$ cat src/hhist_pkg.sv
// ----------------------------------------------------------------------------
// hhist_pkg
// Shared types and constants for the weighted 2-D hit histogram.
// ----------------------------------------------------------------------------
package hhist_pkg;

	// Default grid side (bins per axis)
	localparam int GRID_SIDE = 1024;

	// Field widths of one input item and one result item
	localparam int COORD_W = 32;
	localparam int INTEN_W = 16;
	localparam int BIDX_W  = 10;
	localparam int BIN_W   = 32;
	localparam int CFG_W   = 32;
	localparam int CFGIX_W = 2;

	// Packed stream widths
	localparam int IN_TDATA_W  = 104;
	localparam int OUT_TDATA_W = 32;

	// Register reset values
	localparam logic [CFG_W-1:0] WIN_MIN_RESET = '0;
	localparam logic [CFG_W-1:0] SCALE_RESET   = 32'h0001_0000;

	// Action codes carried in tuser
	localparam logic ACT_ACCUM = 1'b0;
	localparam logic ACT_READ  = 1'b1;

	// Configuration register indexes
	typedef enum logic [CFGIX_W-1:0] {
		CFG_WIN_MIN_X = 2'd0,
		CFG_WIN_MIN_Y = 2'd1,
		CFG_SCALE_X   = 2'd2,
		CFG_SCALE_Y   = 2'd3
	} cfg_reg_t;

	// Control bits of an item travelling down the pipeline
	typedef struct packed {
		logic valid;
		logic is_read;
		logic oob;
	} item_ctl_t;

	// Status from the read-modify-write stage back to the front
	typedef struct packed {
		logic advance;
		logic clearing;
	} pipe_stat_t;

endpackage

$ cat src/hhist_rmw.sv
// ----------------------------------------------------------------------------
// hhist_rmw
// Read-modify-write of one bin with write forwarding, result register and
// the clearing pass after reset.
// ----------------------------------------------------------------------------
module hhist_rmw #(
	parameter int Depth = 1024,
	parameter int AddrW = 10
) (
	input  logic                          clk,
	input  logic                          arst_n,
	input  hhist_pkg::item_ctl_t          ctl_s3,
	input  logic [AddrW-1:0]              addr_s3,
	input  logic [hhist_pkg::INTEN_W-1:0] intensity_s3,
	input  logic [hhist_pkg::BIN_W-1:0]   rdata,
	output hhist_pkg::pipe_stat_t         stat,
	output logic                          ram_we,
	output logic [AddrW-1:0]              ram_waddr,
	output logic [hhist_pkg::BIN_W-1:0]   ram_wdata,
	output logic                          m_axis_tvalid,
	input  logic                          m_axis_tready,
	output logic [hhist_pkg::BIN_W-1:0]   m_axis_tdata
);

	import hhist_pkg::*;

	item_ctl_t        ctl_s4;
	logic [AddrW-1:0] addr_s4;
	logic [INTEN_W-1:0] inten_s4;
	logic             fwd_q;
	logic [AddrW-1:0] fwd_addr_q;
	logic [BIN_W-1:0] fwd_data_q;
	logic             clr_busy_q;
	logic [AddrW-1:0] clr_addr_q;
	logic             out_valid_q;
	logic [BIN_W-1:0] out_data_q;

	logic             advance;
	logic [BIN_W-1:0] old_val;
	logic [BIN_W:0]   sum;
	logic [BIN_W-1:0] new_val;
	logic             item_wr;
	logic             result;
	logic [BIN_W-1:0] result_val;

	// Move only when the result register is free or being drained
	assign advance = !out_valid_q || m_axis_tready;
	assign stat.advance  = advance;
	assign stat.clearing = clr_busy_q;

	// Modify: forward the value written at the last step if it hit this bin
	always_comb begin
		old_val = (fwd_q && (fwd_addr_q == addr_s4)) ? fwd_data_q : rdata;
		sum     = {1'b0, old_val} + (BIN_W + 1)'(inten_s4);
		if (ctl_s4.is_read) begin
			new_val = '0;
		end else begin
			new_val = sum[BIN_W] ? '1 : sum[BIN_W-1:0];
		end
		item_wr    = ctl_s4.valid && !(ctl_s4.is_read && ctl_s4.oob);
		result     = ctl_s4.valid && ctl_s4.is_read;
		result_val = ctl_s4.oob ? '0 : old_val;
	end

	// Write port: clearing pass first, then item write-back
	always_comb begin
		if (clr_busy_q) begin
			ram_we    = 1'b1;
			ram_waddr = clr_addr_q;
			ram_wdata = '0;
		end else begin
			ram_we    = advance && item_wr;
			ram_waddr = addr_s4;
			ram_wdata = new_val;
		end
	end

	// Clearing pass over every bin
	always_ff @(posedge clk or negedge arst_n) begin
		if (!arst_n) begin
			clr_busy_q <= 1'b1;
			clr_addr_q <= '0;
		end else if (clr_busy_q) begin
			clr_addr_q <= clr_addr_q + 1'b1;
			if (clr_addr_q == AddrW'(Depth - 1)) begin
				clr_busy_q <= 1'b0;
			end
		end
	end

	// Stage 4 control, forwarding flag and result valid
	always_ff @(posedge clk or negedge arst_n) begin
		if (!arst_n) begin
			ctl_s4      <= '0;
			fwd_q       <= 1'b0;
			out_valid_q <= 1'b0;
		end else if (advance) begin
			ctl_s4      <= ctl_s3;
			fwd_q       <= item_wr;
			out_valid_q <= result;
		end
	end

	// Stage 4 payload, forwarded data and result data
	always_ff @(posedge clk) begin
		if (advance) begin
			addr_s4    <= addr_s3;
			inten_s4   <= intensity_s3;
			fwd_addr_q <= addr_s4;
			fwd_data_q <= new_val;
			out_data_q <= result_val;
		end
	end

	assign m_axis_tvalid = out_valid_q;
	assign m_axis_tdata  = out_data_q;

`ifndef SYNTHESIS
	// No item reaches the modify stage during the clearing pass
	a_no_item_while_clear: assert property (@(posedge clk) disable iff (!arst_n)
		clr_busy_q |-> !ctl_s4.valid)
		else $error("item in modify stage during clearing pass");

	// No item write-back while the result register is stalled
	a_no_write_on_stall: assert property (@(posedge clk) disable iff (!arst_n)
		(out_valid_q && !m_axis_tready && !clr_busy_q) |-> !ram_we)
		else $error("bin written while pipeline stalled");

	// Read clears the bin, accumulate never decreases it
	a_write_value: assert property (@(posedge clk) disable iff (!arst_n)
		(ram_we && !clr_busy_q) |->
		(ctl_s4.is_read ? (ram_wdata == '0) : (ram_wdata >= old_val)))
		else $error("bad write-back value");

	// Clearing pass ends only after the last bin
	a_clear_end: assert property (@(posedge clk) disable iff (!arst_n)
		$fell(clr_busy_q) |-> ($past(clr_addr_q) == AddrW'(Depth - 1)))
		else $error("clearing pass ended early");
`endif

endmodule

$ cat config.mk
export PLATFORM = sky130hd
export DESIGN_NAME = hhist_rmw
export DESIGN_NICKNAME = d
export VERILOG_FILES = /design/src/hhist_pkg.sv /design/src/hhist_rmw.sv
export SDC_FILE = /design/constraint.sdc
export NUM_CORES = 1
export LEC_CHECK = 0
export BUFFER_PORTS_ARGS = -buffer_cell sky130_fd_sc_hd__buf_2
export CELL_PAD_IN_SITES_DETAIL_PLACEMENT = 0
export CELL_PAD_IN_SITES_GLOBAL_PLACEMENT = 1
export CORE_MARGIN = 5
export CORE_UTILIZATION = 39
export CTS_CLUSTER_DIAMETER = 50
export DETAILED_ROUTE_END_ITERATION = 6
export PLACE_DENSITY = 0.87
export SLEW_MARGIN = 5
export SYNTH_ARGS = -nofsm -noshare
export SYNTH_HDL_FRONTEND = slang
export SYNTH_SLANG_ARGS = --single-unit
$ cat constraint.sdc
create_clock -name clk -period 4 [get_ports clk]
set_input_delay 0.4 -clock clk [delete_from_list [all_inputs] [get_ports clk]]
set_output_delay 0.4 -clock clk [all_outputs]
set_load 0.05 [all_outputs]
* After elaboration in Yosys (flattened, before gate mapping) *
Index checks and enable logic that the tools add are counted.

cells by class
  shifts and indexed selects = 0
  muxes and demuxes = 8
  reductions and logical operators = 8
  divide/modulo/power cells = 0
  order comparisons = 0
  multiply operators = 0
  equality and inequality tests = 2
  bitwise operators = 0
  $add $sub $neg = 2

operators with widths
  kind                   count
  $mux 32                4
  $add 32x16->33         1
  $add 10x1->10 const B  1
  $eq 10x10->1           1
  $eq 10x10->1 const B   1
  $mux 10                1
  $logic_and 1x1->1      5
  $mux 1                 3
  $logic_not 1->1        2
  $logic_or 1x1->1       1

word-level totals
  bits in registers = 116
  memories kept = 0
  RAM bits = 0
  latch bits = 0
  bits of input ports = 64
  ROM bits = 0

* Depth between registers and ports, before layout *
  depth after elaboration = 7
  gate-level depth with buffers = 19

* Least setup slack after synthesis *
Ideal clock, no wire load.

  path kind = register to output
  start = register addr_s4[1]
  end = output ram_wdata[14] (netlist name)
  setup slack = -903 ps
  stages on the path, launching flop included = 20
  data required time = 3600 ps
  arrival time = 4503 ps
  path through = edfxtp_1 > xnor2_1 > nand4_2 > nor3_4 > buf_6 > buf_4 > buf_2 > nand2_1 > nand2_1 > ha_1 > inv_1 > fa_1 > and2b_1 > o211ai_1 > a21bo_2 > o21ba_2 > o21ai_0 > a21boi_0 > xor2_1 > a21oi_1

on the way
  cells in the longest elaborated chain, start to end = 7

ends and longest elaborated chain
  element                 line              text
  from (decl)             hhist_rmw.sv:28   logic [AddrW-1:0] addr_s4;
  from (signal assigned)  hhist_rmw.sv:107  addr_s4 <= addr_s3;
  $eq 10x10->1            hhist_rmw.sv:53   old_val = (fwd_q && (fwd_addr_q == addr_s4)) ? fwd_data_q : rdata;
  $logic_and 1x1->1       hhist_rmw.sv:53
  $mux 32                 hhist_rmw.sv:53
  named net old_val[0]    hhist_rmw.sv:39   logic [BIN_W-1:0] old_val;
  $add 32x16->33          hhist_rmw.sv:54   sum = {1'b0, old_val} + (BIN_W + 1)'(inten_s4);
  $mux 32                 hhist_rmw.sv:58   new_val = sum[BIN_W] ? '1 : sum[BIN_W-1:0];
  $mux 32                 hhist_rmw.sv:55   if (ctl_s4.is_read) begin
  $mux 32                 hhist_rmw.sv:67   if (clr_busy_q) begin
  to (decl)               hhist_rmw.sv:19   output logic [hhist_pkg::BIN_W-1:0] ram_wdata,

The timed path passes the listed nets, and every way through them passes these cells.

* Worst setup path after layout *
  start = register addr_s4[8]
  end = output ram_wdata[20] (netlist name)

Same word-level chain as after synthesis.

==> results.rst <==
.. list-table::
   :header-rows: 1

   * - Metric
     - Value
   * - Switching power total
     - 0.00158 W
   * - NumNets Final
     - a little over 900
   * - CTS buffer count
     - 17
   * - Violated checks
     - setup timing
   * - Count of flip-flops with a built-in enable after synthesis
     - 100
   * - Via count of the first global-routing pass
     - ~6000
   * - Area fraction of the dominant cell type after synthesis
     - 0.471
   * - Setup CP Type
     - flip-flop to output pin
   * - Number of nets still failing antenna checks after routing
     - 0
   * - Final critical-path setup slack
     - -0.612 ns
   * - Via total after detailed routing
     - roughly 5700
   * - Worst Setup Start Kind
     - flip-flop
   * - Top_reg_cell synth
     - sky130_fd_sc_hd__edfxtp_1
   * - Internal power
     - 0.00307 W
   * - Time the worst path needs with I/O delays and setup
     - 4.61 ns
   * - Combinational Power Share
     - 0.323
   * - Antenna violations before repair
     - 1
   * - Area fraction in compound gates after synthesis
     - 0.119
   * - Share of the yosys chip area belonging to registers
     - 0.534
   * - Data arrival time of the critical path
     - 4.21 ns
   * - DRC errors left
     - 0
   * - Proportion of power drawn by flip-flops and latches
     - 0.346
   * - Largest delay share family, worst path
     - simple AND/OR/NAND/NOR gates
   * - Yosys Warn Count
     - 0
   * - Mux share of post-synthesis cell area
     - 0.0615
   * - Yosys cell types
     - 62
   * - WP buf/inv
     - 3
   * - H-tree Lvls
     - 4
   * - Post-Synthesis Net Count
     - 660
   * - Maximum Capacitance Violations
     - 0
   * - Setup slack after placement
     - -0.224 ns
   * - Post-synthesis cell count
     - 578
   * - Final GP Congestion
     - a little over 0.9
   * - #FFs+latches synth
     - 116
   * - Worst slew pin tran
     - 1.14 ns
   * - Type of element capturing the critical path
     - output pin
   * - Total global routing overflow
     - 0
   * - GR Util All Layers
     - 0.215
   * - Outcome
     - finished with violations
   * - Fraction of the cycle the final worst path needs
     - 1.15
   * - Proportion of register bits with asynchronous set or reset after synthesis
     - 0.138
   * - Final wirelength
     - between 20000 and 25000 um
   * - Type of the most critical hold path
     - input pin to flip-flop
   * - CP max FO
     - 5
   * - Starting Density
     - 0.400
   * - Wire length of the first global-routing pass
     - 31200 um
   * - Top cells by area, synth
     - sky130_fd_sc_hd__edfxtp_1 47%, sky130_fd_sc_hd__dfrtp_1 5.9%, sky130_fd_sc_hd__a21oi_1 5.3%
   * - Reg-to-reg startpoint
     - addr_s4[8]
   * - CTS clock-pin slew for the worst setup and hold paths
     - 0.06 ns
   * - DIE HEIGHT
     - 138 um
   * - Worst setup startpoint
     - addr_s4[8]
   * - Commonest cells in the synthesized netlist
     - 100 x sky130_fd_sc_hd__edfxtp_1, 78 x sky130_fd_sc_hd__nand2_1, 67 x sky130_fd_sc_hd__a21oi_1, 38 x sky130_fd_sc_hd__nor2_1, 25 x sky130_fd_sc_hd__xnor2_1
   * - Router iterations before antenna repair
     - 5
   * - Skew final
     - 0.0113 ns
   * - Count of port buffers added during placement
     - 141
   * - RSZ-0062 raised after global routing
     - yes
   * - Cell-by-cell listing of the critical path
     - xnor2_2, nand4_2, nor3_4, nand2_1, nand2_1, ha_2, inv_2, fa_2, and2b_1, o211ai_1, a21bo_2, o211ai_4, buf_4, nand3_2, xnor2_1, mux2i_2, a21oi_4, buf_6
   * - Setup TNS
     - -15.02 ns
   * - Required time reported for the critical path endpoint
     - 3.60 ns
   * - Clock buffer depth
     - 2
   * - Highest achievable clock rate
     - 0.217 GHz
   * - Worst vdd rail ir drop
     - 0.331 mV
   * - Insertion delay of the later-clocked pin in the worst-skew pair
     - around 0.42 ns
   * - Core footprint
     - around 0.016 mm^2
   * - Share of synthesized cell area in full adder, half adder and majority cells
     - 0.0365
   * - Master cell of the clock root buffer
     - sky130_fd_sc_hd__clkbuf_16
   * - Setup-failing EPs final
     - 36
   * - Part of the total power dissipated in the clock network
     - 0.331
   * - Summed instance area of the synthesized netlist
     - 0.00637 mm^2
   * - Global-route met1 utilization
     - 0.261
   * - Per-instance average area after synthesis
     - 11.0 um^2
   * - Leakage Power
     - 4.21 nW
   * - Cell row count
     - 46
   * - Final slew viol count
     - 0
   * - Longest individual stage delay on the worst path
     - ~0.43 ns
   * - Die X
     - 138 um
   * - Most used cell, CP
     - sky130_fd_sc_hd__nand2_1
   * - Simple-gate area share of the yosys netlist
     - 0.160
   * - Area Growth Syn to Fin
     - 58.2%
   * - Slowest CP cell
     - sky130_fd_sc_hd__edfxtp_1
   * - Vias per cell
     - 5.38
   * - Cell type contributing the most total cell area after synthesis
     - sky130_fd_sc_hd__edfxtp_1
   * - Clock tree from TritonCTS
     - yes
   * - Pin count of the biggest net entering global routing
     - around 70
   * - Largest family of logic cells by synthesized area
     - simple AND/OR/NAND/NOR gates
   * - Sinks on the clock net
     - 116
   * - Half-perimeter wire length after detailed placement
     - 12500 um
   * - Layout cell share with drive strength beyond 1
     - 0.540
   * - Synth Area in XOR/XNOR
     - 0.0618
   * - Hold path start
     - addr_s3[5]
   * - Pwr dens
     - 462 mW/mm^2
   * - Met3 demand-to-capacity share in global routing
     - 0.0504
   * - Met2 Resource Use GR
     - 0.379
   * - Sw frac
     - 0.339
   * - Headroom to the max-slew limit
     - 0.241
   * - I/O pin count
     - 142
   * - Die Area
     - 0.0190 mm^2
   * - Cell with the most instances after synthesis
     - sky130_fd_sc_hd__edfxtp_1
   * - Drt first-iter violations
     - 492
   * - Drt wl/cell
     - 19.2 um
   * - Final Hold Fails
     - 0
   * - Most congested layer reported by global routing
     - met2
[layout by cell type (no fill, tap or decap), types with 15 or more instances in the layout]
cell,netlist,final
sky130_fd_sc_hd__buf_8,0,21
sky130_fd_sc_hd__buf_4,4,94
sky130_fd_sc_hd__nand2_1,78,66
sky130_fd_sc_hd__edfxtp_1,100,100
sky130_fd_sc_hd__mux2_2,17,15
sky130_fd_sc_hd__dfrtp_1,15,15
sky130_fd_sc_hd__a21oi_1,67,37
sky130_fd_sc_hd__buf_6,2,25
sky130_fd_sc_hd__a21oi_4,0,28
sky130_fd_sc_hd__buf_2,5,109
sky130_fd_sc_hd__mux2i_1,20,17
sky130_fd_sc_hd__nor2_1,38,29
sky130_fd_sc_hd__clkbuf_16,0,22
sky130_fd_sc_hd__xnor2_1,25,16
[repair_timing]
item,4_1_cts,5_1_grt
resized for setup,193,47
cloned,2,0
endpoints found under the hold margin,15,0
pin swaps,28,35
buffers inserted,37,15
hold buffers,1,0
endpoints found under the setup margin,32,39
[worst register-to-register path, delay by kind of cell (launching register included)]
kind,cells,cell delay [ns]
AO/OA/AOI/OAI,4,0.78
buffers and inverters,4,0.48
multiplexers,1,0.27
flip-flops,1,0.43
adder cells (fa/ha/maj),2,0.52
AND/OR/NAND/NOR,6,0.89
XOR/XNOR,2,0.39
[layout make-up]
class / instances / area [um^2]
Antenna cell: 1 / 2.50
Clock buffer: 24 / 558
Clock inverter: 8 / 58.8
Fill cell: 1189 / 5860
Inverter: 9 / 33.8
Multi-Input combinational cell: 426 / 3750
Sequential cell: 116 / 3400
Tap cell: 216 / 270
Timing Repair Buffer: 257 / 2010
[path summary, 6_finish.rpt]
check	end	slack, ns	cells past startpoint
worst max-delay path	ram_wdata[20]	-0.61	18
worst min-delay path	addr_s4[5]	0.15	1
worst max register to register	fwd_data_q[20]	-0.06	19
worst min register to register	clr_busy_q	0.47	1
max in group asynchronous	clr_busy_q	3.28	2
min in group asynchronous	clr_addr_q[1]	0.42	2
[through the flow]
| step | instances | instance area (um^2) | hold slack, ns | utilization | total power, W |
|---|---|---|---|---|---|
| floorplan | 578 | 6660 | 0.104 | - | 0.00245 |
| global placement | 975 | 7990 | 0.325 | 0.501 | 0.00277 |
| detailed placement | 975 | 7990 | 0.337 | 0.501 | 0.00279 |
| CTS | 1047 | 9800 | 0.139 | 0.615 | 0.00459 |
| global route | 1057 | 10100 | 0.135 | 0.632 | 0.00482 |
| finish | 1057 | 10100 | 0.148 | 0.632 | 0.00465 |
[registers in the layout (all words and copies together), names as in the netlist]
signal,count
addr_s4,10
clr_addr_q,10
clr_busy_q,1
ctl_s4,3
fwd_addr_q,10
fwd_data_q,32
fwd_q,1
inten_s4,16
m_axis_tdata,32
m_axis_tvalid,1
[layer usage]
layer,vias to the layer above,part of all wire
li1,2617,-
met1,2791,0.41
met2,237,0.52
met3,39,0.061
met4,0,0.017
met5,-,0
[logic make-up after synthesis]
logic type	Yosys count
multiplexers	37
flip-flops	116
AND/OR/NAND/NOR	202
buffers and inverters	36
adder cells (fa/ha/maj)	18
XOR/XNOR	45
AO/OA/AOI/OAI	124
[power groups by stage]
| stage | Clock (W) | Sequential (W) | Combinational, W |
|---|---|---|---|
| after CTS | 0.00156 | 0.00160 | 0.00143 |
| after floorplan | 0 | 0.00177 | 0.000679 |
| final | 0.00154 | 0.00161 | 0.00150 |
| after detailed placement | 0 | 0.00161 | 0.00118 |
| after global routing | 0.00162 | 0.00163 | 0.00158 |
| after global placement | 0 | 0.00161 | 0.00116 |
(Power assumes the default switching activity.)
